### src/hdl/mdr_pkg.sv
package mdr_pkg;

  localparam int DataW = 32;
  localparam int QuoW  = DataW - 1;
  localparam int NumW  = 2 * DataW - 1;

  typedef struct packed {
    logic signed [DataW-1:0] multiplicand;
    logic signed [DataW-1:0] multiplier;
    logic signed [DataW-1:0] divisor;
  } op_word_t;

  typedef struct packed {
    logic signed [DataW-1:0] quotient;
    logic                    error;
  } res_word_t;

  typedef struct packed {
    logic valid;
    logic neg;
    logic err;
  } ctl_t;

  localparam logic [DataW-1:0] ErrWord = {DataW{1'b1}};

endpackage

### src/hdl/mdr_mul.sv
module mdr_mul (
  input  logic                        clk,
  input  logic                        rst,
  input  logic                        en,
  input  mdr_pkg::ctl_t               ctl_in,
  input  logic [mdr_pkg::DataW-1:0]   amag,
  input  logic [mdr_pkg::DataW-1:0]   bmag,
  input  logic [mdr_pkg::DataW-1:0]   dmag_in,
  output mdr_pkg::ctl_t               ctl,
  output logic [mdr_pkg::NumW-1:0]    acc,
  output logic [mdr_pkg::DataW-1:0]   dmag
);

  logic [2*mdr_pkg::DataW-1:0] prod_full;
  mdr_pkg::ctl_t               ctl_p;
  logic [mdr_pkg::NumW-1:0]    prod;
  logic [mdr_pkg::DataW-1:0]   dmag_p;
  logic [mdr_pkg::NumW-1:0]    num;
  logic                        ovf;
  mdr_pkg::ctl_t               ctl_next;

  assign prod_full = amag * bmag;

  // product stage
  always_ff @(posedge clk) begin
    if (rst) begin
      ctl_p.valid <= 1'b0;
    end else if (en) begin
      ctl_p <= ctl_in;
    end
  end

  always_ff @(posedge clk) begin
    if (en) begin
      prod   <= prod_full[mdr_pkg::NumW-1:0];
      dmag_p <= dmag_in;
    end
  end

  // rounding offset and range check
  always_comb begin
    num = prod + mdr_pkg::NumW'(dmag_p >> 1);
    ovf = num[mdr_pkg::NumW-1:mdr_pkg::QuoW] >= dmag_p;
    ctl_next     = ctl_p;
    ctl_next.err = ctl_p.err | ovf;
  end

  always_ff @(posedge clk) begin
    if (rst) begin
      ctl.valid <= 1'b0;
    end else if (en) begin
      ctl <= ctl_next;
    end
  end

  always_ff @(posedge clk) begin
    if (en) begin
      acc  <= num;
      dmag <= dmag_p;
    end
  end

endmodule

### config.mk
export PLATFORM = sky130hd
export DESIGN_NAME = mdr_mul
export DESIGN_NICKNAME = d
export VERILOG_FILES = /design/src/hdl/mdr_pkg.sv /design/src/hdl/mdr_mul.sv
export SDC_FILE = /design/constraint.sdc
export NUM_CORES = 2
export LEC_CHECK = 0
export BUFFER_PORTS_ARGS = -buffer_cell sky130_fd_sc_hd__buf_2
export CAP_MARGIN = 10
export CORE_ASPECT_RATIO = 0.8
export CORE_MARGIN = 2
export CORE_UTILIZATION = 60
export DETAILED_ROUTE_END_ITERATION = 8
export MAX_ROUTING_LAYER = met4
export PLACE_DENSITY_LB_ADDON = 0.08
export SYNTH_ARGS = -nofsm -noshare
export SYNTH_HDL_FRONTEND = slang
export SYNTH_SLANG_ARGS = --single-unit
### constraint.sdc
create_clock -name clk -period 16.8 [get_ports clk]
set_clock_uncertainty 0.2 [all_clocks]
set_input_delay 3.36 -clock clk [delete_from_list [all_inputs] [get_ports clk]]
set_output_delay 3.36 -clock clk [all_outputs]
set_load 0.02 [all_outputs]
# Word-level counts from Yosys, hierarchy flattened
# Cells that the tools add are included.
[totals]
elab_cells = 16
input_bits = 102
regBits = 196
out_inout_bits = 98
[op_classes]
mul = 1
addsub = 1
n_lt_le_gt_ge = 1
bitwise = 2
n_reduce_logical = 1
[ops]
columns = ["cell", "n"]
rows = [
  ["adder 63 x 31 -> 63 bit", 1],
  ["multiplier 32 x 32 -> 63 bit", 1],
  ["greater-or-equal comparator 32 bit", 1],
  ["AND reduction 2 bit", 1],
  ["NOT 1 bit", 1],
  ["bitwise OR 1 bit", 1],
]

# Logic depth before layout (Yosys ltp)
[logic_depth]
word_depth = 3
mapped_depth = 29
mapped_depth_nobuf = 27

# Worst setup path after synthesis
# OpenSTA, ideal clock, no wires.
[synth_path]
path_kind = "input port to flip-flop"
from = "input bmag[8] in the netlist's numbering"
to = "register prod[56] in the netlist's numbering, data pin"
setup_ns = 0.265
path_buffers = 2
t_arrival_ns = 9.841
path_slack_ns = 6.494
cell_stages = 26
required_ns = 16.335
cell_sequence = "clkbuf_1 > nand2_1 > fa_1 > inv_1 > fa_1 > inv_1 > fa_1 > inv_1 > fa_1 > fa_1 > fa_1 > fa_1 > inv_1 > fa_1 > inv_1 > ha_1 > buf_2 > nand3_1 > nor3_2 > nand4_1 > a211o_1 > a211o_1 > o211ai_2 > a31oi_1 > o211ai_1 > xor2_1"
[synth_between]
elab_chain_len = 1
[synth_rtl]
columns = ["element", "line", "text"]
rows = [
  ["from (decl)", "mdr_mul.sv:7", "input logic [mdr_pkg::DataW-1:0] bmag,"],
  ["multiplier 32 x 32 -> 63 bit", "mdr_mul.sv:22", "assign prod_full = amag * bmag;"],
  ["via prod_full (one bit)", "mdr_mul.sv:14", "logic [2*mdr_pkg::DataW-1:0] prod_full;"],
  ["to (signal assigned)", "mdr_mul.sv:35", "prod <= prod_full[mdr_pkg::NumW-1:0];"],
  ["to (decl)", "mdr_mul.sv:16", "logic [mdr_pkg::NumW-1:0] prod;"],
]
# The timed path passes the listed nets, and every way through them passes these cells.
# A chain may end at the register's enable or synchronous reset.

# Worst setup path in the final report
[layout_path]
from = "input bmag[8] in the netlist's numbering"
to = "register prod[47] in the netlist's numbering, data pin"
# Same word-level chain as after synthesis.

==> metrics.csv <==
metric,value,unit
cts.sinks,196,
required,16.78,ns
async_flop_share,0,%
areaGrowthSynthToFinish,4.63,%
crit_fanout,32,
grt_pass1_vias,31071,
overflow,0,
ys_top_cells_by_area,"fa_1 (43%), edfxtp_1 (14%), ha_1 (9.5%)",
grt_pass1_wl,174000,um
crit_type,in2reg,
first_pass_iters,7,
setup_violations,0,
synth_nets,5602,
drt_wl_total,108000,um
period_minus_slack,11.13,ns
syn_area,42000,um^2
gp_congestion,0.931,
clock_latency,0.45,ns
cts_setup_buffers,0,
cts-root-buf,clkbuf_16,
min_path_type,reg2reg,
grt_start_max_net_pins,119,
design_area,43900,um^2
clk_pin_slew_worst_paths,0.08,ns
port_buffers,199,
synth_cells,4284,
grt_use_total,32.7,%
final_nets,5595,
outcome,finished clean,
dpl.hpwl,82000,um
routed_via_density,5.57,
fmax,0.0898,GHz
wl_per_cell,20.7,um
synth_largest_area_cell,fa_1,
tns,0,ns
die_y,241,um
drive_gt1_share,6.32,%
drv_cap,0,
synth_edf_count,194,
ys_seq_area_share,14.0,%
rsz0062_at_grt,false,
synth_flop_cell,edfxtp_1,
cts_max_level,4,
worst_setup_path_start_kind,input port,
synthDominantCellAreaShare,42.7,%
core_area,69100,um^2
hold_viol,0,
cts.repair.resized,0,
yosysUniqueCellTypes,76,
cts_tree,built,
place_area,43300,um^2
end_kind,register,
numCtsBuffers,17,
synth_area_per_cell,9.80,um^2
synth_seq_cells,196,
yosys_warnings,0,
antenna_found_initial,7,
max-slew-margin-rel,32.9,%
die_w,300,um
num_vias,29064,
num_rows,86,
start_util,60.8,%
crit_arrival,11.11,ns
dieArea,72100,um^2
clockBufferDepth,2,
worstMarginPinSlew,1.01,ns
hold_buffers,0,
io_pins,200,
ant_nets,0,
drv_slew,0,
first_iter_violations,2075,
final.period_utilization,66.3,%
drc_errors,0,
==> synthesized netlist by cell type, types with 3 or more instances <==
master,count
a2111oi_0,3
a211o_1,4
a211oi_1,11
a21o_1,47
a21oi_1,95
a311oi_1,4
a31o_2,3
a31oi_1,16
and2_1,574
and3_1,20
buf_2,18
buf_4,5
clkbuf_1,202
edfxtp_1,194
fa_1,896
ha_1,320
inv_1,909
mux2i_1,3
nand2_1,534
nand2_2,4
nand2b_1,7
nand3_1,31
nand3_2,6
nand4_1,31
nor2_1,45
nor2b_1,14
nor3_1,11
nor4_1,5
o2111ai_1,3
o211ai_1,9
o21a_1,8
o21ai_0,54
o21ai_1,5
o21ai_2,4
o21bai_1,15
xnor2_1,81
xor2_1,39
==> critical path: stages <==
cell,delay [ns]
buf_2,0.68
nand2_1,0.18
fa_1,0.47
inv_1,0.08
fa_1,0.43
fa_1,0.51
inv_1,0.05
fa_1,0.47
inv_1,0.06
fa_1,0.51
inv_1,0.06
fa_1,0.53
inv_1,0.05
fa_1,0.49
fa_1,0.46
ha_1,0.43
a21oi_1,0.33
o21ai_0,0.14
a31oi_1,0.14
a21bo_2,0.27
a31oi_1,0.34
o31ai_1,0.23
a211oi_1,0.53
o21bai_1,0.13
xor2_1,0.17
==> cells by family (layout without fill, tap and decap cells) <==
family | after synthesis | after routing | synth area share [%]
mux | 3 | 3 | 0.0715
other cells | 0 | 4 | 0
buf+inv | 1138 | 1144 | 10.3
simple gates | 1297 | 1297 | 15.9
compound gates | 312 | 312 | 4.94
flops | 196 | 196 | 14.0
fa+ha+maj | 1216 | 1216 | 52.3
xor+xnor | 122 | 122 | 2.58
==> path summary, 6_finish.rpt <==
kind | slack, ns | from | to | cells after the start
max | 5.67 | bmag[8] | prod[47] | 25
min | 0.23 | ctl_next[1] | ctl[1] | 0
min reg2reg | 0.23 | ctl_next[1] | ctl[1] | 0
max reg2reg | 11.19 | dmag_p[1] | ctl[0] | 21
==> metrics by stage <==
step | hold slack, ns | util [%] | std cells | setup slack [ns]
after floorplan | 0.200 | - | 4284 | 6.49
after global placement | 0.205 | 62.6 | 5182 | 5.44
after detailed placement | 0.209 | 62.6 | 5182 | 5.38
after CTS | 0.228 | 63.6 | 5214 | 5.81
after global routing | 0.251 | 63.6 | 5217 | 5.37
final | 0.229 | 63.6 | 5218 | 5.67
==> area by class of cell <==
| class | instances | area [um^2] |
|---|---|---|
| multi-input cells | 2950 | 31800 |
| fillers | 5927 | 25200 |
| flip-flops and latches | 196 | 5870 |
| inverters | 909 | 3410 |
| well taps | 924 | 1160 |
| repair buffers | 203 | 1030 |
| clock buffers | 17 | 425 |
| clock inverters | 15 | 231 |
| diodes | 4 | 10.0 |
==> state kept, by name, summed over array words and instances (netlist names) <==
| signal | flops |
|---|---|
| acc | 63 |
| ctl | 3 |
| ctl_next | 2 |
| ctl_p | 1 |
| dmag | 32 |
| dmag_p | 32 |
| prod | 63 |
==> metal layers <==
metal  up-vias  part of all wire [%]  GRT usage (%)
met5         -                     0              -
met4         0                   2.9           8.33
met3       169                   8.1           5.41
met2      1097                    48           51.8
met1     14946                    41           44.3
li1      12852                     -              -
==> cells in the final DEF, fill, tap and decap left out, types with 5 or more instances in the layout <==
cell type,instances
ha_1,320
o21ai_1,5
clkbuf_16,17
edfxtp_1,194
nand4_1,31
nand2b_1,7
nor2b_1,14
nor4_1,5
buf_2,198
clkinv_8,6
a211oi_1,11
and2_1,574
fa_1,896
xor2_1,39
o211ai_1,9
nand2_1,534
inv_1,909
nand3_1,31
and3_1,20
a31oi_1,16
nor2_1,45
o21bai_1,15
nand3_2,6
a21o_1,47
o21a_1,8
xnor2_1,81
o21ai_0,54
a21oi_1,95
nor3_1,11
Power is not shown: default switching activity piles up to over one toggle a cycle in this logic, so the estimate is an artifact.
