**config.mk**
```make
export PLATFORM = sky130hd
export DESIGN_NAME = mdr_div_step
export DESIGN_NICKNAME = d
export VERILOG_FILES = /design/src/hdl/mdr_pkg.sv /design/src/hdl/mdr_div_step.sv
export SDC_FILE = /design/constraint.sdc
export NUM_CORES = 1
export LEC_CHECK = 0
export BUFFER_PORTS_ARGS = -buffer_cell sky130_fd_sc_hd__buf_2
export CAP_MARGIN = 20
export CORE_ASPECT_RATIO = 2
export CORE_MARGIN = 3
export CORE_UTILIZATION = 50
export CTS_BUF_LIST = sky130_fd_sc_hd__clkbuf_8
export CTS_CLUSTER_SIZE = 12
export DETAILED_ROUTE_END_ITERATION = 6
export PLACE_DENSITY = 0.91
export REMOVE_ABC_BUFFERS = 1
export SLEW_MARGIN = 40
export SYNTH_ARGS = -nofsm -noshare
export SYNTH_HDL_FRONTEND = slang
export SYNTH_SLANG_ARGS = --single-unit
```
**constraint.sdc**
```tcl
create_clock -name clk -period 4.15 [get_ports clk]
set_input_delay 0.2075 -clock clk [delete_from_list [all_inputs] [get_ports clk]]
set_output_delay 0.2075 -clock clk [all_outputs]
set_load 0.01 [all_outputs]
```
**src/hdl/mdr_pkg.sv**
```systemverilog
package mdr_pkg;

  localparam int DataW = 32;
  localparam int QuoW  = DataW - 1;
  localparam int NumW  = 2 * DataW - 1;

  typedef struct packed {
    logic signed [DataW-1:0] multiplicand;
    logic signed [DataW-1:0] multiplier;
    logic signed [DataW-1:0] divisor;
  } op_word_t;

  typedef struct packed {
    logic signed [DataW-1:0] quotient;
    logic                    error;
  } res_word_t;

  typedef struct packed {
    logic valid;
    logic neg;
    logic err;
  } ctl_t;

  localparam logic [DataW-1:0] ErrWord = {DataW{1'b1}};

endpackage

```
**src/hdl/mdr_div_step.sv**
```systemverilog
module mdr_div_step (
  input  logic                        clk,
  input  logic                        rst,
  input  logic                        en,
  input  mdr_pkg::ctl_t               ctl_in,
  input  logic [mdr_pkg::NumW-1:0]    acc_in,
  input  logic [mdr_pkg::DataW-1:0]   dmag_in,
  output mdr_pkg::ctl_t               ctl,
  output logic [mdr_pkg::NumW-1:0]    acc,
  output logic [mdr_pkg::DataW-1:0]   dmag
);

  logic [mdr_pkg::NumW:0]    sh;
  logic [mdr_pkg::DataW:0]   top;
  logic [mdr_pkg::DataW:0]   diff;
  logic                      qbit;
  logic [mdr_pkg::NumW-1:0]  acc_next;

  // one restoring step: remainder in the upper bits, quotient fills from the bottom
  always_comb begin
    sh       = {acc_in, 1'b0};
    top      = sh[mdr_pkg::NumW:mdr_pkg::QuoW];
    diff     = top - {1'b0, dmag_in};
    qbit     = top >= {1'b0, dmag_in};
    acc_next = {(qbit ? diff[mdr_pkg::DataW-1:0] : top[mdr_pkg::DataW-1:0]),
                sh[mdr_pkg::QuoW-1:1], qbit};
  end

  always_ff @(posedge clk) begin
    if (rst) begin
      ctl.valid <= 1'b0;
    end else if (en) begin
      ctl <= ctl_in;
    end
  end

  always_ff @(posedge clk) begin
    if (en) begin
      acc  <= acc_next;
      dmag <= dmag_in;
    end
  end

endmodule

```
# Word-level counts from Yosys, hierarchy flattened
# Index checks and enable logic that the tools add are counted.
[totals] elab_cells=10 regBits=98 inputBits=101 out_inout_bits=98
[op_classes] mux=1 n_addsub=1 bitwise_logic=1 n_reduce_logical=1 magnitude_cmp=1
[op_table] op="33-bit by 32-bit greater-or-equal comparator with 1-bit output" n=1
[op_table] op="32-bit two-way mux" n=1
[op_table] op="32-bit subtractor" n=1
[op_table] op="2-bit AND reduction" n=1
[op_table] op="1-bit inverter" n=1

# Logic depth before layout (Yosys ltp)
# Gate-level depths: netlist (run 1).
[logic_depth] word_depth=2 ltp_mapped=13 ltp_nobuf=12

# Worst setup path before layout (run 1)
# OpenSTA, ideal clock, no wires.
[synth_path] path_type="input -> register" from="in dmag_in[7] (netlist bit)" to="reg acc[44] (netlist bit), data pin" arrival_ps=2716 setup_time_ps=262 slack_ps=1172 cell_stages=12 required_ps=3888 n_path_buf=2 path_cell_list="inv_1 ha_1 buf_2 nand4_1 or4_1 a21oi_1 nor3_1 a211oi_2 o21ai_2 o31ai_4 buf_4 mux2_1"
[synth_between] elab_chain_cells=2 elab_cells_between_ends=3 classes_between="add/sub: 1; order compare: 1; mux: 1"
[synth_rtl] element="from (decl)" line="mdr_div_step.sv:7" text="input logic [mdr_pkg::DataW-1:0] dmag_in,"
[synth_rtl] element="32-bit subtractor or 33-bit by 32-bit greater-or-equal comparator with 1-bit output (tied branches)" line="mdr_div_step.sv:23, mdr_div_step.sv:24"
[synth_rtl] element="32-bit two-way mux (*)" line="mdr_div_step.sv:25" text="acc_next = {(qbit ? diff[mdr_pkg::DataW-1:0] : top[mdr_pkg::DataW-1:0]),"
[synth_rtl] element="named net acc_next, one bit" line="mdr_div_step.sv:17" text="logic [mdr_pkg::NumW-1:0] acc_next;"
[synth_rtl] element="to (signal assigned)" line="mdr_div_step.sv:39" text="acc <= acc_next;"
[synth_rtl] element="to (decl)" line="mdr_div_step.sv:9" text="output logic [mdr_pkg::NumW-1:0] acc,"
# Mark *: on every way through the listed nets, which the timed path passes. The rest lies on a longest branch.
# A chain may end at the register's enable or synchronous reset.

# Worst setup path in the final report (run 1)
[layout_path] from="in dmag_in[13] (netlist bit)" to="reg acc[44] (netlist bit), data pin"
# Same word-level chain as after synthesis.

==> results.yml, run 1 <==
outcome:
  outcome: "completed"
timing:
  clock.fmax_ghz: 0.294
  hold_violations: 0
  final_max_slew_viol_count: 0
  relSlewSlack_pct: 56.4
  tightest_slew_ns: 0.654
  rsz0062_at_grt: "no"
  setup_tns_ns: 0
  finalCritPeriodShare_pct: 82.0
  finalWorstSetupSlack_ns: 0.746
  fin_crit_ns: 3.40
  setup_viol: 0
  clock_skew_ns: 0
placed_design:
  dpl_cell_area_sq_um: 6250
  pre_cts_ws_ns: 0.819
  gp_congestion: 0.977
  hpwl_mm: 10.6
  port_buffers: 198
yosys:
  synth_warnings: 0
  synth_edf_count: 97
  synth_flop_cell: "edfxtp_1"
  seq_area_frac_synth_pct: 56.8
  ys_ff_latch: 98
  avgSynthCellArea_sq_um: 11.6
  syn-cell-area_sq_um: 5160
  yosysTopAreaCell: "edfxtp_1"
  yosysUniqueCellTypes: 48
  yosys.cell_count.top_type: "edfxtp_1"
  synth_top_area_share_pct: 56.5
  async_flop_share_pct: 0
  syn_inst: 444
  synthTopCellsByCount: "edfxtp_1, a21oi_1, inv_1"
  synthTopCellsByArea: "edfxtp_1, ha_1, a21oi_1"
global_routing:
  grt_max_degree: 73
  grt_usage_pct: 23.1
  grt_most_used_layer: "met2"
  grt_pass1_wl_mm: 20.8
  antenna_found_initial: 0
  grt_pass1_vias: 4440
  gr-total-overflow: 0
  use_met3_pct: 6.14
  met2_usage_pct: 46.3
  grtUsageMet1_pct: 20.9
critical_path:
  r2r-start: "ctl[2]"
  worstReg2RegEnd: "ctl[2]"
  endpoint_kind: "flop"
  critical_path_class: "in2reg"
  start_kind: "primary input"
  r2r_slack_ns: 3.47
  required_ns: 4.27
  worst_ep_arrival_time_ns: 3.52
  path_max_fanout: 31
  reg2reg_depth: 2
clocking:
  cts.sinks: 98
  numCtsBuffers: 9
  post_cts_buffers: 0
  clock_latency_ns: 0.37
  cts_tree: "done"
  root_buffer: "clkbuf_8"
  clkTransAtPathRegs_ns: 0.10
  h-tree-depth: 3
  cts.path.max_buffers: 2
  cts_resized: 0
pwr:
  leakage_uw: 0.00302
  p_per_area_nw_per_um2: 365
  total_power_uw: 2450
  irDropWorstVdd_v: 0.000214
drt:
  drt_iter0_markers: 314
  vias_per_cell: 5.49
  detail_route.wl_per_cell_um: 17.3
  dr.pass1.iters: 6
  ant_nets: 0
  routed-via-count: 4407
  wl_mm: 13.9
  drc: 0
finish:
  fin_area_sq_um: 6720
  n_antenna_cell: 0
  syn_to_final_growth_pct: 30.2
  final_nets: 800
  drive_gt1_share_pct: 33.8
  post-route-util_pct: 67.9
floorplanning:
  fp.coreArea_sq_um: 9890
  ios: 199
  rows: 51
  die_w_um: 77.8
  start_util_pct: 52.2
  die_y_um: 150
  die-area_sq_um: 11600
job:
  max-cap-violations: 0
worst_hold_path:
  hold_path_end: "dmag[24]"
  worstHoldStart: "dmag_in[24]"
  min_path_type: "in2reg"
  holdPathStages: 1
==> layer usage <==
layer,wire [um],vias to the layer above
met5,0,-
met4,456,0
met3,1040,41
met2,8030,223
met1,4360,2065
li1,-,2078
==> worst max-delay path, cell delays in order <==
cell           delay, ns
dlygate4sd3_1       0.53
buf_2               0.11
inv_1               0.03
ha_1                0.41
nand4_1             0.18
or4_1               0.43
a21oi_1             0.15
nor3_1              0.10
a211oi_2            0.25
o21ai_2             0.16
o31ai_4             0.24
buf_4               0.34
mux2_1              0.35
==> registers in the layout, summed over array words and instances, names as in the netlist <==
| name | cells |
|---|---|
| dmag | 32 |
| ctl | 3 |
| acc | 63 |
==> worst max path at each step <==
stage | cells after the start | endpoint | startpoint
2_1_floorplan | 10 | acc[34] | dmag_in[7]
3_3_place_gp | 12 | acc[44] | dmag_in[18]
3_5_place_dp | 13 | acc[61] | acc_in[30]
4_1_cts | 13 | acc[61] | acc_in[30]
5_1_grt | 13 | acc[54] | dmag_in[13]
6_report | 13 | acc[44] | dmag_in[13]
==> area by class of cell <==
| class | instances | area [sq um] |
|---|---|---|
| fillers | 752 | 3170 |
| flip-flops and latches | 98 | 2930 |
| multi-input cells | 291 | 2000 |
| repair buffers | 228 | 1290 |
| well taps | 132 | 165 |
| inverters | 38 | 143 |
| clock buffers | 9 | 124 |
| clock inverters | 7 | 66.3 |
==> cells in the final DEF, fill, tap and decap left out, types with 4 or more instances in the layout <==
master         count
xor2_1            11
dlygate4sd3_1     27
clkbuf_8           9
ha_1              32
clkinv_4           4
edfxtp_1          97
nand2_1           27
o21ai_0           16
nand2b_1           4
o211ai_1           4
a21oi_1           54
mux2_1             4
nor4_1             4
inv_1             38
o21a_1             6
xnor2_1           16
nand3_1            8
nor2_1            37
mux2_2             6
a21o_1            12
buf_2            197
nand4_1            7
a31oi_1            5
==> stage by stage <==
stage	hold WS [ns]	cells
after floorplan	0.280	427
after global placement	0.378	760
after detailed placement	0.386	760
after CTS	0.00205	797
after global routing	0.00119	803
final	0.0165	803
==> logic make-up (layout without fill, tap and decap cells) <==
kind of cell | Yosys count | after routing | share of synthesized area, %
flops | 98 | 98 | 56.8
xor+xnor | 27 | 27 | 4.58
mux | 13 | 13 | 2.76
buf+inv | 55 | 282 | 4.44
compound gates | 118 | 118 | 14.3
fa+ha+maj | 33 | 33 | 8.15
simple gates | 100 | 100 | 8.97
==> timing repair <==
action                                 4_1_cts  5_1_grt
setup endpoints to repair                    0        0
hold buffers                                21        6
endpoints found under the hold margin       21        6
==> report_power, final <==
part           internal [uW]  switching, uW  leakage [uW]
combinational            275            363       0.00197
clock                    229            347     0.0000957
sequential              1210           24.9      0.000957
total                   1720            735       0.00302
Power figures use the tool's default switching activity.
==> run 2, diff against run 1 <==
- CORE_UTILIZATION: 50 -> 46
- PLACE_DENSITY: 0.91 -> 0.88
- clock period: 4.15 -> 3.03 ns (I/O delays scaled with it)
==> run 2 against run 1 <==
Setup slack got worse by 0.61 ns. Final cell count increased by 9.2%. Routed wire length increased by 13%. First-iteration DRC count decreased by 2.9%. Core utilization decreased by 0.065 points. Combinational power increased by 56%. Count of clock-buffer cells in the layout unchanged. Global-route usage increased by 1.3 points. Largest cell class unchanged. Sequential share of layout area decreased by 4.2 points. Total power increased by 43%.
==> results.yml, run 2 (same netlist as run 1, synthesis figures left out) <==
global_routing:
  antenna_found_initial: 0
  grt_max_degree: 64
  grt_pass1_vias: 4890
  grt_usage_pct: 24.5
  gr-total-overflow: 0
  grt_pass1_wl_mm: 23.3
floorplanning:
  die-area_sq_um: 12600
  die_y_um: 156
  fp.coreArea_sq_um: 10900
  rows: 54
  die_w_um: 80.9
  start_util_pct: 47.1
  ios: 199
clocking:
  h-tree-depth: 3
  clock_latency_ns: 0.38
  numCtsBuffers: 9
  cts_tree: "done"
  clkTransAtPathRegs_ns: 0.09
  cts.sinks: 98
  cts.path.max_buffers: 2
  root_buffer: "clkbuf_8"
placed_design:
  dpl_cell_area_sq_um: 6480
  port_buffers: 198
  gp_congestion: 0.962
  hpwl_mm: 11.2
timing:
  tightest_slew_ns: 0.527
  clock_skew_ns: 0
  setup_tns_ns: 0
  fin_crit_ns: 2.89
  rsz0062_at_grt: "no"
  final_max_slew_viol_count: 0
  setup_viol: 0
  finalCritPeriodShare_pct: 95.4
  hold_violations: 0
  clock.fmax_ghz: 0.346
  relSlewSlack_pct: 64.9
outcome:
  outcome: "completed"
finish:
  layout_common_cells: "buf_2, edfxtp_1, dlygate4sd3_1"
  regMostFlops: "acc"
  drive_gt1_share_pct: 35.5
  fill_cells: 842
  reg_top3: "acc: 63 flops, dmag: 32 flops, ctl: 3 flops"
  largest_register_ffs: 63
  syn_to_final_growth_pct: 44.0
  post-route-util_pct: 67.9
  fin_area_sq_um: 7430
  final_common_cell: "buf_2"
  n_antenna_cell: 0
  final_nets: 866
critical_path:
  required_ns: 3.15
  crit_chain: "dlygate4sd3_1, buf_2, inv_1, ha_4, nand3_1, o21bai_1, a21oi_1, nor3_2, a211oi_2, o21ai_2, o31ai_4, buf_12, mux2_2"
  path_max_fanout: 11
  reg2reg_depth: 3
  cp-startpoint: "dmag_in[4]"
  r2r-start: "ctl[2]"
  start_kind: "primary input"
  worst_ep_arrival_time_ns: 3.01
  endpoint_kind: "flop"
  cpMaxStageDelayCell: "dlygate4sd3_1"
  max_stage_delay_ns: 0.55
  critical_path_class: "in2reg"
  worstSetupPathDepth: 13
  crit_family: "compound AO/OA/AOI/OAI gates"
  critPathBufInv: 4
drt:
  ant_nets: 0
  drc: 0
  dr.pass1.iters: 5
  wl_mm: 15.6
  routed-via-count: 4671
  vias_per_cell: 5.33
  drt_iter0_markers: 305
  detail_route.wl_per_cell_um: 17.8
worst_hold_path:
  holdPathStages: 1
  worstHoldStart: "dmag_in[31]"
  min_path_type: "in2reg"
pwr:
  irDropWorstVdd_v: 0.000260
  total_power_uw: 3510
  p_per_area_nw_per_um2: 473
  leakage_uw: 0.00334
job:
  max-cap-violations: 0
==> run 2: changes by cell type in the layout (fill, tap and decap cells not counted), moves of 2 or more <==
cell / change
ha_1: -3
buf_12: +2
a31oi_2: +2
o21ai_1: +2
o21ai_0: -2
a31oi_1: -2
dlygate4sd3_1: +38
buf_4: +24
ha_4: +3
==> run 2: power breakdown <==
group          switching (uW)  internal (uW)
logic                     530            465
clock network             497            314
registers                39.2           1660
==> run 2: final cells by class <==
class | instances | area (sq um) | share of cell area, %
sequential | 98 | 2930 | 39.5
tap | 140 | 175 | 2.36
multi-input combinational | 291 | 2060 | 27.7
inverter | 38 | 143 | 1.92
clock inverter | 7 | 66.3 | 0.893
timing repair buffer | 294 | 1930 | 25.9
clock buffer | 9 | 124 | 1.67
==> run 2: worst paths after layout <==
kind / slack [ns] / endpoint
max: 0.14 / acc[41]
min: 0.02 / dmag[31]
max reg2reg: 1.86 / ctl[2]
min reg2reg: 1.07 / ctl[2]
==> run 2: timing repair <==
action,in CTS,in global routing
endpoints found under the hold margin,64,0
hold buffers,65,0
endpoints found under the setup margin,0,26
gates resized for setup,0,11
buffers inserted,0,1
==> run 2: stage by stage <==
stage                     hold slack [ns]  setup WS (ns)  cells
after global routing              0.00881         0.0215    877
after global placement              0.324        -0.0225    794
after CTS                         0.00241         0.0118    875
after detailed placement            0.330         -0.107    794
final                              0.0198          0.140    877
after floorplan                     0.224         -0.542    427
==> run 2: metal layers <==
| layer | GRT usage, % | wire, um | up-vias |
|---|---|---|---|
| met4 | 11.9 | 642 | 0 |
| met1 | 23.1 | 5020 | 2183 |
| li1 | - | - | 2210 |
| met5 | 0 | 0 | - |
| met2 | 48.3 | 8910 | 227 |
| met3 | 3.82 | 1050 | 51 |
==> run 3, diff against run 2 <==
- clock period: 3.03 -> 2.34 ns (I/O delays scaled with it)
==> run 3 against run 2 <==
The run now ends with setup timing left. First-iteration DRC count rose by 95%. Final cell count rose by 6.3%. Via count rose by 13%. Sequential share of layout area fell by 4.4 points. Hold slack improved by 0.023 ns. Routed wire length rose by 23%. Critical path depth did not move. Critical path type unchanged. Critical endpoint is now acc[38]. Largest cell class unchanged. Largest power group unchanged. Highest routed layer unchanged.
==> results.yml, run 3 (same netlist as run 1, synthesis figures left out) <==
outcome:
  outcome: "finished with violations"
  violations: "setup timing"
floorplanning:
  start_util_pct: 47.1
  fp.coreArea_sq_um: 10900
  die_w_um: 80.9
  die-area_sq_um: 12600
  ios: 199
  rows: 54
  die_y_um: 156
finish:
  drive_gt1_share_pct: 48.5
  syn_to_final_growth_pct: 62.1
  regMostFlops: "acc"
  final_nets: 921
  largest_register_ffs: 63
  final_common_cell: "buf_2"
  reg_top3: "acc: 63 flops, dmag: 32 flops, ctl: 3 flops"
  layout_common_cells: "buf_2, edfxtp_1, buf_4"
  fill_cells: 670
  n_antenna_cell: 0
global_routing:
  use_met3_pct: 4.68
  grt_usage_pct: 27.7
  grt_most_used_layer: "met2"
  grt_pass1_vias: 5388
  grt_max_degree: 67
  grt_pass1_wl_mm: 26.6
  antenna_found_initial: 0
  met2_usage_pct: 52.1
  grtUsageMet1_pct: 27.9
  gr-total-overflow: 0
clocking:
  h-tree-depth: 3
  cts.path.max_buffers: 2
  root_buffer: "clkbuf_8"
  cts.sinks: 98
  clock_latency_ns: 0.38
  numCtsBuffers: 9
  cts_tree: "done"
  clkTransAtPathRegs_ns: 0.12
worst_hold_path:
  holdPathStages: 2
  worstHoldStart: "acc_in[36]"
  min_path_type: "in2reg"
placed_design:
  hpwl_mm: 11.4
  gp_congestion: 0.965
  port_buffers: 198
  pre_cts_ws_ns: -0.739
pwr:
  p_per_area_nw_per_um2: 591
  leakage_uw: 0.00373
  irDropWorstVdd_v: 0.000311
timing:
  finalCritPeriodShare_pct: 112
  hold_violations: 0
  tightest_slew_ns: 0.580
  finalWorstSetupSlack_ns: -0.276
  relSlewSlack_pct: 60.9
  setup_viol: 32
  rsz0062_at_grt: "yes"
  final_max_slew_viol_count: 0
  clock.fmax_ghz: 0.382
  holdWs_ns: 0.0427
  clock_skew_ns: 0
  fin_crit_ns: 2.62
critical_path:
  critical_path_class: "in2reg"
  worst_ep_arrival_time_ns: 2.75
  cp-startpoint: "dmag_in[7]"
  reg2reg_depth: 3
  r2r-start: "ctl[2]"
  path_max_fanout: 8
  endpoint_kind: "flop"
  start_kind: "primary input"
  required_ns: 2.47
drt:
  drt_iter0_markers: 596
  wl_mm: 19.2
  drc: 0
  vias_per_cell: 5.64
  routed-via-count: 5257
  dr.pass1.iters: 7
  ant_nets: 0
  detail_route.wl_per_cell_um: 20.6
job:
  max-cap-violations: 0
run 3: changes by cell type in the layout (fill, tap and decap cells not counted), moves of 10 or more:
cell / previous run / this run
a21oi_2: 0 / 23
buf_2: 197 / 179
buf_6: 2 / 20
nor2_1: 37 / 26
mux2_4: 0 / 10
nor2_2: 0 / 10
inv_1: 38 / 27
buf_4: 27 / 73
a21oi_1: 54 / 30
run 3: layout make-up:
cell class | instances | area, sq um | area share, %
Tap cell | 140 | 175 | 2.09
Timing Repair Buffer | 349 | 2520 | 30.2
Clock inverter | 7 | 58.8 | 0.703
Sequential cell | 98 | 2930 | 35.1
Clock buffer | 9 | 124 | 1.48
Multi-Input combinational cell | 291 | 2390 | 28.6
Inverter | 38 | 158 | 1.88
run 3: per-layer routing:
| layer | share of wire (%) | vias up |
|---|---|---|
| met5 | 0 | - |
| met4 | 7.1 | 0 |
| met3 | 7.8 | 122 |
| met2 | 53 | 358 |
| met1 | 32 | 2462 |
| li1 | - | 2315 |
run 3: critical path, stage by stage:
cell and delay, ns:
buf_8 0.08, inv_4 0.03, ha_4 0.26, nand4_1 0.20
or4_4 0.58, a21oi_4 0.15, nor3_4 0.06, a211oi_2 0.25
o21ai_2 0.13, o31ai_4 0.27, buf_6 0.15, buf_12 0.15
mux2_4 0.32
run 3: path summary, 6_finish.rpt:
check / to / slack, ns
hold / removal: acc[37] / 0.04
setup reg to reg: ctl[2] / 1.17
setup / recovery: acc[38] / -0.28
hold reg to reg: ctl[2] / 1.08
run 3: timing repair:
item                                    in CTS  in global routing
hold buffers                                65                  0
endpoints found under the hold margin       64                  0
pin swaps                                    9                 12
resized for setup                           91                 56
cloned                                       2                  0
endpoints found under the setup margin      31                 33
setup buffers                                8                  4
run 3: metrics by stage:
step | cells | setup TNS, ns | cell area (sq um) | utilization, % | power, uW
5_1_grt | 932 | -5.51 | 8370 | 76.4 | 5140
3_5_place_dp | 843 | -18.57 | 6850 | 62.6 | 3490
2_1_floorplan | 427 | -33.76 | 5070 | - | 2870
3_3_place_gp | 843 | -16.30 | 6850 | 62.6 | 3460
6_report | 932 | -4.76 | 8370 | 76.4 | 4940
4_1_cts | 933 | -3.23 | 8210 | 75.0 | 4770
run 3: report_power, final:
group	leakage [uW]	total (uW)	switching, uW	internal [uW]
logic	0.00267	1650	842	811
clock network	0.0000979	1080	671	407
registers	0.000957	2210	57.5	2160
total	0.00373	4940	1570	3370
