[config.mk]
export PLATFORM = sky130hd
export DESIGN_NAME = mdr_prep
export DESIGN_NICKNAME = d
export VERILOG_FILES = /design/src/hdl/mdr_pkg.sv /design/src/hdl/mdr_prep.sv
export SDC_FILE = /design/constraint.sdc
export NUM_CORES = 1
export LEC_CHECK = 0
export BUFFER_PORTS_ARGS = -buffer_cell sky130_fd_sc_hd__buf_2
export CAP_MARGIN = 20
export CORE_MARGIN = 4
export CORE_UTILIZATION = 45
export DETAILED_ROUTE_END_ITERATION = 16
export PLACE_DENSITY = 0.81
export SLEW_MARGIN = 20
export SYNTH_ARGS = -nofsm -noshare
export SYNTH_HDL_FRONTEND = slang
export SYNTH_SLANG_ARGS = --single-unit
[constraint.sdc]
create_clock -name clk -period 2.1 [get_ports clk]
set_input_delay 0.21 -clock clk [delete_from_list [all_inputs] [get_ports clk]]
set_output_delay 0.21 -clock clk [all_outputs]
set_load 0.02 [all_outputs]
[src/hdl/mdr_pkg.sv]
package mdr_pkg;

  localparam int DataW = 32;
  localparam int QuoW  = DataW - 1;
  localparam int NumW  = 2 * DataW - 1;

  typedef struct packed {
    logic signed [DataW-1:0] multiplicand;
    logic signed [DataW-1:0] multiplier;
    logic signed [DataW-1:0] divisor;
  } op_word_t;

  typedef struct packed {
    logic signed [DataW-1:0] quotient;
    logic                    error;
  } res_word_t;

  typedef struct packed {
    logic valid;
    logic neg;
    logic err;
  } ctl_t;

  localparam logic [DataW-1:0] ErrWord = {DataW{1'b1}};

endpackage

[src/hdl/mdr_prep.sv]
module mdr_prep (
  input  logic                        clk,
  input  logic                        rst,
  input  logic                        en,
  input  logic                        op_valid,
  input  mdr_pkg::op_word_t           op,
  output mdr_pkg::ctl_t               ctl,
  output logic [mdr_pkg::DataW-1:0]   amag,
  output logic [mdr_pkg::DataW-1:0]   bmag,
  output logic [mdr_pkg::DataW-1:0]   dmag
);

  logic [mdr_pkg::DataW-1:0] a_raw;
  logic [mdr_pkg::DataW-1:0] b_raw;
  logic [mdr_pkg::DataW-1:0] d_raw;
  logic                      a_neg;
  logic                      b_neg;
  logic                      d_neg;
  logic                      a_eff_neg;
  mdr_pkg::ctl_t             ctl_next;
  logic [mdr_pkg::DataW-1:0] amag_next;
  logic [mdr_pkg::DataW-1:0] bmag_next;
  logic [mdr_pkg::DataW-1:0] dmag_next;

  always_comb begin
    a_raw = op.multiplicand;
    b_raw = op.multiplier;
    d_raw = op.divisor;
    a_neg = a_raw[mdr_pkg::DataW-1];
    b_neg = b_raw[mdr_pkg::DataW-1];
    d_neg = d_raw[mdr_pkg::DataW-1];
    // negative divisor flips the multiplicand; zero stays non-negative
    a_eff_neg = (a_raw != '0) && (a_neg ^ d_neg);
    amag_next = a_neg ? -a_raw : a_raw;
    bmag_next = b_neg ? -b_raw : b_raw;
    dmag_next = d_neg ? -d_raw : d_raw;
    ctl_next.valid = op_valid;
    ctl_next.neg   = a_eff_neg ^ b_neg;
    ctl_next.err   = (d_raw == '0);
  end

  always_ff @(posedge clk) begin
    if (rst) begin
      ctl.valid <= 1'b0;
    end else if (en) begin
      ctl <= ctl_next;
    end
  end

  always_ff @(posedge clk) begin
    if (en) begin
      amag <= amag_next;
      bmag <= bmag_next;
      dmag <= dmag_next;
    end
  end

endmodule

======== Word level (Yosys, flattened, before mapping) ========
Index checks and enable logic that the tools add are counted.
word-level totals
  register bits ........................... 99
  input bits .............................. 100
  output and inout port bits .............. 99
  logic and storage cells ................. 22
cells by class
  add/subtract/negate cells ............... 3
  muxes and demuxes ....................... 3
  bitwise logic cells ..................... 3
  reduce and logical (&&, ||, !) cells .... 4
operator list
  operator             count
  32-bit negation      3
  31-bit two-way mux   3
  32-bit logical NOT   1
  32-bit nonzero test  1
  2-bit AND reduction  1
  1-bit XOR            2
  1-bit logical AND    1
  1-bit NOT            1

======== Logic depth before layout (Yosys ltp) ========
Gate-level depths: netlist of run 1.
  depth after elaboration ................. 3
  depth in mapped cells ................... 6
  depth with buffers taken out ............ 6

======== Worst setup path after synthesis of run 1 ========
No wires, ideal clock.
  path type ............................... input to register
  start point ............................. input port op[65] (netlist name)
  end point ............................... register ctl[1] (netlist name) (data pin)
  setup time .............................. 0.135 ns
  arrival time ............................ 1.526 ns
  data required time ...................... 1.965 ns
  path slack .............................. 0.439 ns
  cell stages on the path ................. 6
  buffers on the path ..................... 0
  path through ............................ inv_1 -> ha_1 -> nor4b_2 -> nand4_1 -> or4_1 -> nand3_1
RTL lines
  what                  line            RTL
  from (decl)           mdr_prep.sv:6   input mdr_pkg::op_word_t op,
  to (signal assigned)  mdr_prep.sv:46  ctl <= ctl_next;
  to (decl)             mdr_prep.sv:7   output mdr_pkg::ctl_t ctl,

======== Worst setup path after layout of run 1 ========
  start point ............................. input port op[65] (netlist name)
  end point ............................... register amag[24] (netlist name) (data pin)
on the way
  longest elaborated chain between the ends .. 2
RTL lines
  what                     line            RTL
  32-bit negation          mdr_prep.sv:34  amag_next = a_neg ? -a_raw : a_raw;
  31-bit two-way mux       mdr_prep.sv:34
  via amag_next (one bit)  mdr_prep.sv:21  logic [mdr_pkg::DataW-1:0] amag_next;
  to (signal assigned)     mdr_prep.sv:52  amag <= amag_next;
  to (decl)                mdr_prep.sv:8   output logic [mdr_pkg::DataW-1:0] amag,
The timed path passes the listed nets, and every way through them passes these cells.
A chain may end at the register's enable or synchronous reset.

==> run_results.csv, run 1 <==
group,metric,value,unit
cells_and_area,fin_area,6890,um2
place,dp_cells,761,
cells_and_area,syn_to_final_growth,28.1,%
global_route,antenna_found_initial,1,
worst_setup_path,critical_path_class,"input port to register",
run,max_cap_violations,0,
floorplanning,core_area,11600,um2
global_route,grt_pass1_vias,4352,
hold_path,worstHoldStart,"rst",
place,port_buffers,198,
floorplanning,rows,39,
power_and_ir_drop,p_leak,2.54,nW
place,dpl_cell_area,6550,um2
detailed_routing,vias_per_cell,5.60,
detailed_routing,drcViolationCount,0,
worst_setup_path,path_cells,"buf_2, inv_1, ha_1, nor4b_2, nand4_1, o41ai_1, xnor2_1",
cells_and_area,finalNetCount,735,
detailed_routing,wl_per_cell,17.7,um
clock_network,cts_tree,"built",
clock_network,htreeDepth,3,
sta,setup_viol,0,
logic_synthesis,async_flop_share,0,
cells_and_area,nFillCells,909,
global_route,grt_max_degree,56,
sta,final.setup.tns,0,ns
logic_synthesis,syn-cell-area,5380,um2
global_route,grt.total_usage,0.200,
worst_setup_path,crit_start,"op[65]",
worst_setup_path,cp-end-kind,"register",
worst_setup_path,cp_max_fo,5,
clock_network,path_clk_slew,0.07,ns
floorplanning,start_util,0.465,
clock_network,hold_buffers,0,
worst_setup_path,rr_startpoint,"ctl[2]$_SDFFE_PP0P_",
worst_setup_path,r2r_slack,1.53,ns
status,status,"completed",
logic_synthesis,synthFlopType,"edfxtp_1",
logic_synthesis,syn_avg_cell_area,12.6,um2
clock_network,post_cts_buffers,0,
sta,rsz0062_at_grt,"false",
worst_setup_path,critPathRequiredTime,2.19,ns
sta,relSlewSlack,0.577,
floorplanning,fp.dieW,117,um
sta,hold_viol_final,0,
hold_path,hp-class,"input port to register",
detailed_routing,vias,4348,
place,post-dp-hpwl,10500,um
sta,skew,0,ns
cells_and_area,n_antenna_cell,0,
logic_synthesis,netlist-cell-type-count,41,
logic_synthesis,syn_nets,534,
sta,tightest_slew,0.635,ns
worst_setup_path,start_kind,"input port",
logic_synthesis,yosysSeqAreaShare,0.550,
clock_network,cts-buffers-inserted,9,
clock_network,cts_resized,0,
logic_synthesis,ys_ff_latch,99,
sta,fin_crit_sh,0.772,
worst_setup_path,cp_slowest_stage_delay,0.45,ns
worst_setup_path,slowest_stage,"o41ai_1",
logic_synthesis,yosysWarnings,0,
logic_synthesis,syn_inst,428,
worst_setup_path,path_buf_inv,2,
clock_network,worstSkewPairLatency,0.35,ns
detailed_routing,ant_nets,0,
cells_and_area,drive_gt1_frac,0.388,
logic_synthesis,synth_edf_count,98,
global_route,grt_overflow,0,
power_and_ir_drop,ir_drop,0.401,mV
cells_and_area,stdcell_count,777,
detailed_routing,dr.first_iter.drc_count,310,
place,gp_congestion,0.846,
sta,slew_violations,0,
floorplanning,ioPinCount,199,
worst_setup_path,critPathArrivalTime,1.71,ns
detailed_routing,dr.pass1.iters,5,
detailed_routing,drt-total-wl,13700,um
clock_network,cts_buffer_depth,2,
floorplanning,dieArea,13800,um2
power_and_ir_drop,p_total,0.00540,W
global_route,grt_pass1_wl,22300,um
clock_network,cts_root_buf,"clkbuf_16",
floorplanning,fp.dieH,117,um
clock_network,clkSinkCount,99,
sta,min_period,1.62,ns
worst_setup_path,cp_top_family,"simple AND/OR/NAND/NOR gates",
sta,timing.fmax,0.617,GHz
power_and_ir_drop,power.density,784,nW/um2
[logic make-up (layout without fill, tap and decap cells)]
logic type / Yosys count / count (layout) / share of synthesized area
buffers and inverters: 26 / 232 / 0.0214
multiplexers: 1 / 1 / 0.00186
adder cells (fa/ha/maj): 6 / 6 / 0.0139
AO/OA/AOI/OAI: 78 / 78 / 0.119
XOR/XNOR: 88 / 88 / 0.143
AND/OR/NAND/NOR: 130 / 130 / 0.150
flip-flops: 99 / 99 / 0.550
[Yosys cell counts, drive strengths merged, types with 8 or more instances]
cell type / instances / area share
nor4: 16 / 0.034
o41ai: 26 / 0.056
nand3: 9 / 0.010
nor2: 14 / 0.0098
o31ai: 29 / 0.040
o21ai: 21 / 0.020
edfxtp: 98 / 0.55
clkbuf: 11 / 0.0077
nor3: 13 / 0.014
or3: 8 / 0.0093
inv: 9 / 0.0063
nand2: 36 / 0.025
nand2b: 10 / 0.012
xnor2: 87 / 0.14
[layer usage]
metal	part of all wire	track usage	vias up
li1	-	-	2041
met4	0.018	0.0748	2
met1	0.40	0.242	2083
met2	0.51	0.342	202
met3	0.079	0.0534	20
met5	0.0011	0	-
[state kept, by name, indices dropped and copies added, names as in the netlist]
name / flops
amag: 32
bmag: 32
dmag: 32
ctl: 3
[cells in the final DEF, fill, tap and decap left out, drive strengths merged, types with 13 or more instances in the layout]
cell,n
buf,207
xnor2,87
o21ai,21
o31ai,29
edfxtp,98
nor2,14
nand2,36
nor4,16
nor3,13
o41ai,26
[cell type report]
cell class	instances	area (um2)	area share
inverter	9	33.8	0.00490
tap	143	179	0.0260
multi-input combinational	303	2300	0.334
clock buffer	9	225	0.0327
sequential	99	2960	0.430
timing repair buffer	207	1070	0.156
clock inverter	7	115	0.0167
[report_power, final]
group	switching [W]	leakage, nW	internal, W
combinational	0.000652	1.41	0.000380
clock	0.000737	0.163	0.00116
sequential	0.0000538	0.964	0.00242
total	0.00144	2.54	0.00396
[per-stage QoR]
| step | setup slack (ns) | utilization | hold slack, ns |
|---|---|---|---|
| 6_report | 0.478 | 0.596 | 0.0276 |
| 5_1_grt | 0.328 | 0.596 | 0.0244 |
| 2_1_floorplan | 0.439 | - | 0.282 |
| 3_5_place_dp | 0.121 | 0.567 | 0.393 |
| 3_3_place_gp | 0.192 | 0.567 | 0.386 |
| 4_1_cts | 0.497 | 0.596 | 0.0184 |
[path summary, 6_finish.rpt]
kind | depth (start not counted) | end
max | 7 | amag[24]$_DFFE_PP_
min | 2 | ctl[2]$_SDFFE_PP0P_
max reg2reg | 2 | ctl[2]$_SDFFE_PP0P_
min reg2reg | 2 | ctl[2]$_SDFFE_PP0P_
Note: power is estimated with default switching activity, not from simulation.
==> inputs of run 2 (changes only) <==
==> constraint.sdc (replaced) <==
create_clock -name clk -period 1.6 [get_ports clk]
set_input_delay 0.16 -clock clk [delete_from_list [all_inputs] [get_ports clk]]
set_output_delay 0.16 -clock clk [all_outputs]
set_load 0.02 [all_outputs]
==> run 2 against run 1 <==
Against the previous run:
- via count up 9.3%
- cell count grew 14%
- power grew 31%
- register-to-register slack worse by 0.52 ns
- worst hold slack better by 0.022 ns
- critical path type unchanged
- largest power group unchanged
==> run_results.csv, run 2 (synthesis results as in run 1) <==
group,metric,value,unit
place,dpl_cell_area,7410,um2
clock_network,htreeDepth,3,
worst_setup_path,critPathRequiredTime,1.69,ns
worst_setup_path,cp-end-kind,"register",
sta,hold_viol_final,0,
worst_setup_path,ff2ff_path_depth,2,
sta,slew_violations,0,
clock_network,cts-buffers-inserted,9,
place,post-dp-hpwl,12000,um
floorplanning,start_util,0.465,
sta,skew,0,ns
detailed_routing,drt-total-wl,15000,um
cells_and_area,final_cell_mix,"buf_2, buf_4, edfxtp_1, xnor2_1, nand2_1",
sta,setup_viol,0,
worst_setup_path,critical_path_class,"input port to register",
run,max_cap_violations,0,
status,status,"completed",
global_route,grt_pass1_vias,4856,
power_and_ir_drop,ir_drop,0.467,mV
sta,worst_hold_slack,0.0501,ns
detailed_routing,dr.pass1.iters,5,
global_route,grt_max_degree,55,
clock_network,cts_root_buf,"clkbuf_16",
worst_setup_path,cp_max_fo,5,
cells_and_area,top_regs,"amag (32), bmag (32), dmag (32)",
clock_network,path_clk_slew,0.07,ns
floorplanning,ioPinCount,199,
cells_and_area,fin_area,7760,um2
worst_setup_path,critPathArrivalTime,1.57,ns
power_and_ir_drop,p_total,0.00708,W
sta,relSlewSlack,0.722,
detailed_routing,vias_per_cell,5.35,
global_route,grt_pass1_wl,24100,um
clock_network,cts_buffer_depth,2,
global_route,grt.total_usage,0.214,
clock_network,post_cts_buffers,0,
sta,timing.fmax,0.676,GHz
place,port_buffers,198,
detailed_routing,wl_per_cell,16.9,um
sta,min_period,1.48,ns
cells_and_area,nFillCells,825,
detailed_routing,vias,4753,
sta,tightest_slew,0.412,ns
global_route,grt_overflow,0,
sta,fin_crit_sh,0.925,
detailed_routing,ant_nets,0,
hold_path,hold_depth,1,
cells_and_area,syn_to_final_growth,44.3,%
floorplanning,core_area,11600,um2
floorplanning,fp.dieH,117,um
hold_path,hp-class,"input port to register",
clock_network,clkSinkCount,99,
floorplanning,fp.dieW,117,um
cells_and_area,drive_gt1_frac,0.481,
global_route,antenna_found_initial,1,
floorplanning,dieArea,13800,um2
detailed_routing,drcViolationCount,0,
detailed_routing,dr.first_iter.drc_count,358,
floorplanning,rows,39,
cells_and_area,stdcell_count,888,
clock_network,worstSkewPairLatency,0.34,ns
worst_setup_path,start_kind,"input port",
power_and_ir_drop,power.density,912,nW/um2
cells_and_area,finalNetCount,845,
place,dp_cells,870,
place,gp_congestion,0.866,
cells_and_area,final_common_cell,"buf_2",
power_and_ir_drop,p_leak,3.08,nW
clock_network,cts_tree,"built",
sta,rsz0062_at_grt,"true",
==> run 2: cell count changes in the layout (fill, tap and decap cells not counted), sizes merged, moves of 2 or more <==
cell	delta
clkinv	-2
clkbuf	+6
buf	+109
bufinv	-2
==> run 2: where the power goes <==
group	total (W)	switching (W)	internal, W
Combinational	0.00154	0.000901	0.000639
Clock	0.00229	0.000908	0.00139
Sequential	0.00325	0.0000740	0.00317
==> run 2: worst paths after layout <==
check | from | endpoint | slack (ns)
setup / recovery | op[41] | bmag[28]$_DFFE_PP_ | 0.12
hold / removal | op[32] | bmag[0]$_DFFE_PP_ | 0.05
hold reg to reg | ctl[2]$_SDFFE_PP0P_ | ctl[2]$_SDFFE_PP0P_ | 0.50
setup reg to reg | ctl[2]$_SDFFE_PP0P_ | ctl[2]$_SDFFE_PP0P_ | 1.01
==> run 2: through the flow <==
step	utilization	setup WS, ns	TNS [ns]
2_1_floorplan	-	0.0469	0
3_3_place_gp	0.640	-0.168	-3.88
3_5_place_dp	0.640	-0.301	-6.45
4_1_cts	0.669	0.0645	0
5_1_grt	0.671	-0.00125	-0.00125
6_report	0.671	0.120	0
==> run 2: area by class of cell <==
cell class / instances / area (um2) / area share
well taps: 143 / 179 / 0.0230
multi-input cells: 303 / 2340 / 0.302
inverters: 9 / 33.8 / 0.00435
flip-flops and latches: 99 / 2960 / 0.382
clock buffers: 15 / 288 / 0.0371
clock inverters: 1 / 30.0 / 0.00387
diodes: 1 / 2.50 / 0.000322
repair buffers: 317 / 1930 / 0.248
==> run 2: repair_timing <==
action	CTS	global route
endpoints found under the hold margin	1	0
gates resized for setup	0	4
endpoints found under the setup margin	0	5
hold buffers	1	0
==> run 2: routing by layer <==
layer | wire length [um] | vias to the layer above | part of all wire | track usage
li1 | - | 2269 | - | -
met1 | 5900 | 2276 | 0.39 | 0.252
met2 | 7730 | 172 | 0.52 | 0.370
met3 | 921 | 36 | 0.061 | 0.0515
met4 | 430 | 0 | 0.029 | 0.0997
met5 | 0 | - | 0 | 0
==> run 2: critical path, stage by stage <==
cell     delay (ns)
buf_2          0.11
nor4_2         0.37
buf_4          0.19
nand4_1        0.24
o41ai_1        0.40
xnor2_1        0.10
==> inputs of run 3 (changes only) <==
--- a/config.mk
+++ b/config.mk
@@ -8,9 +8,9 @@
 export BUFFER_PORTS_ARGS = -buffer_cell sky130_fd_sc_hd__buf_2
 export CAP_MARGIN = 20
 export CORE_MARGIN = 4
-export CORE_UTILIZATION = 45
+export CORE_UTILIZATION = 35
 export DETAILED_ROUTE_END_ITERATION = 16
-export PLACE_DENSITY = 0.81
+export PLACE_DENSITY = 0.67
 export SLEW_MARGIN = 20
 export SYNTH_ARGS = -nofsm -noshare
 export SYNTH_HDL_FRONTEND = slang
==> run 3 against run 2 <==
Against the previous run:
- non-clock buffer count grew 2
- clock power shrank 3%
- clock-buffer cell count shrank 5
- first-iteration DRC count shrank 27%
- setup slack lost 0.027 ns
- cell area grew 0.31%
- cell count grew 5.0%
- clock skew is the same
==> run_results.csv, run 3 (synthesis results as in run 1) <==
group,metric,value,unit
status,status,"completed",
worst_setup_path,path_buf_inv,2,
global_route,grt.total_usage,0.169,
global_route,grt_pass1_vias,4864,
clock_network,worstSkewPairLatency,0.33,ns
worst_setup_path,start_kind,"input port",
power_and_ir_drop,power.share.combinational,0.219,
global_route,grt_max_degree,63,
power_and_ir_drop,p_leak,3.07,nW
place,gp_congestion,0.861,
floorplanning,core_area,15100,um2
power_and_ir_drop,power.density,900,nW/um2
place,post-dp-hpwl,12100,um
worst_setup_path,slowest_stage,"o41ai_1",
cells_and_area,finalNetCount,847,
sta,timing.fmax,0.664,GHz
detailed_routing,drt-total-wl,15000,um
worst_setup_path,critPathArrivalTime,1.57,ns
place,dp_cells,918,
detailed_routing,dr.first_iter.drc_count,262,
sta,slew_violations,0,
power_and_ir_drop,p_int,0.00516,W
sta,hold_viol_final,0,
sta,setup_viol,0,
detailed_routing,dr.pass1.iters,4,
hold_path,hp-class,"input port to register",
power_and_ir_drop,ir_drop,0.509,mV
power_and_ir_drop,swShare,0.265,
place,port_buffers,198,
floorplanning,ioPinCount,199,
sta,final.setup.tns,0,ns
clock_network,cts-buffers-inserted,9,
detailed_routing,ant_nets,0,
detailed_routing,vias,4637,
clock_network,cts_root_buf,"clkbuf_16",
detailed_routing,drcViolationCount,0,
worst_setup_path,critPathRequiredTime,1.67,ns
detailed_routing,vias_per_cell,4.98,
power_and_ir_drop,switchingPower,0.00186,W
cells_and_area,final_common_cell,"buf_2",
worst_setup_path,path_cells,"buf_2, nor4_4, buf_4, nand4_2, o41ai_1, xnor2_1",
sta,min_period,1.51,ns
power_and_ir_drop,p_total,0.00701,W
worst_setup_path,cp_top_family,"simple AND/OR/NAND/NOR gates",
place,dpl_cell_area,7480,um2
worst_setup_path,cp_max_fo,7,
clock_network,cts_tree,"built",
floorplanning,start_util,0.355,
global_route,grt_pass1_wl,23900,um
worst_setup_path,r2r_slack,1.01,ns
power_and_ir_drop,power_frac_seq,0.463,
run,max_cap_violations,0,
worst_setup_path,cp_slowest_stage_delay,0.43,ns
global_route,grt_overflow,0,
clock_network,htreeDepth,3,
power_and_ir_drop,clkPwrFrac,0.317,
floorplanning,fp.dieW,132,um
worst_setup_path,critical_path_class,"input port to register",
floorplanning,rows,45,
cells_and_area,stdcell_count,932,
sta,fin_crit_sh,0.942,
sta,rsz0062_at_grt,"false",
clock_network,clkSinkCount,99,
clock_network,cts_buffer_depth,2,
worst_setup_path,cp-end-kind,"register",
sta,relSlewSlack,0.705,
sta,tightest_slew,0.436,ns
clock_network,path_clk_slew,0.06,ns
global_route,antenna_found_initial,0,
cells_and_area,n_antenna_cell,0,
sta,skew,0,ns
cells_and_area,fin_area,7790,um2
cells_and_area,top_regs,"amag (32), bmag (32), dmag (32)",
floorplanning,fp.dieH,132,um
floorplanning,dieArea,17400,um2
detailed_routing,wl_per_cell,16.1,um
cells_and_area,drive_gt1_frac,0.477,
cells_and_area,final_cell_mix,"buf_2, buf_4, edfxtp_1, xnor2_1, nand2_1",
cells_and_area,syn_to_final_growth,44.7,%
clock_network,post_cts_buffers,0,
-- run 3: cell types whose count changed in the layout (fill, tap and decap cells not counted), moves of 2 or more --
cell / change
clkbuf_8: -4
buf_4: +3
clkinv_1: +2
o41ai_1: +2
o41ai_2: -2
-- run 3: power by group through the flow --
| stage | sequential (W) | clock, W | combinational (W) |
|---|---|---|---|
| 2_1_floorplan | 0.00365 | 0 | 0.000391 |
| 3_3_place_gp | 0.00330 | 0 | 0.00152 |
| 3_5_place_dp | 0.00331 | 0 | 0.00155 |
| 4_1_cts | 0.00325 | 0.00230 | 0.00156 |
| 5_1_grt | 0.00327 | 0.00238 | 0.00165 |
| 6_report | 0.00325 | 0.00223 | 0.00154 |
-- run 3: worst paths after layout --
kind / cells past startpoint / to / from
worst min register to register: 2 / ctl[2]$_SDFFE_PP0P_ / ctl[2]$_SDFFE_PP0P_
worst max-delay path: 6 / dmag[18]$_DFFE_PP_ / op[5]
worst max register to register: 2 / ctl[2]$_SDFFE_PP0P_ / ctl[2]$_SDFFE_PP0P_
worst min-delay path: 2 / ctl[2]$_SDFFE_PP0P_ / rst
-- run 3: routing by layer --
| layer | vias up | global-route usage | wire length, um |
|---|---|---|---|
| li1 | 2265 | - | - |
| met4 | 0 | 0.0653 | 332 |
| met2 | 142 | 0.304 | 7770 |
| met1 | 2208 | 0.198 | 6170 |
| met5 | - | 0 | 0 |
| met3 | 22 | 0.0309 | 750 |
-- run 3: repair_timing --
action                                 CTS  global route
endpoints found under the hold margin    0             0
gates resized for setup                  0             1
hold buffers                             0             0
setup endpoints to repair                0             1
-- run 3: per-stage QoR --
stage | hold WS, ns | utilization | worst slack (ns)
6_report | 0.0334 | 0.514 | 0.0929
5_1_grt | 0.00828 | 0.514 | 0.00107
4_1_cts | 0.00830 | 0.514 | 0.123
3_5_place_dp | 0.370 | 0.494 | -0.244
3_3_place_gp | 0.363 | 0.494 | -0.149
2_1_floorplan | 0.232 | - | 0.0469
-- run 3: layout make-up --
type,count,area (um2)
Tap cell,188,235
Clock buffer,10,229
Fill cell,1315,7360
Multi-Input combinational cell,303,2320
Clock inverter,4,67.6
Timing Repair Buffer,319,1940
Inverter,9,33.8
Sequential cell,99,2960
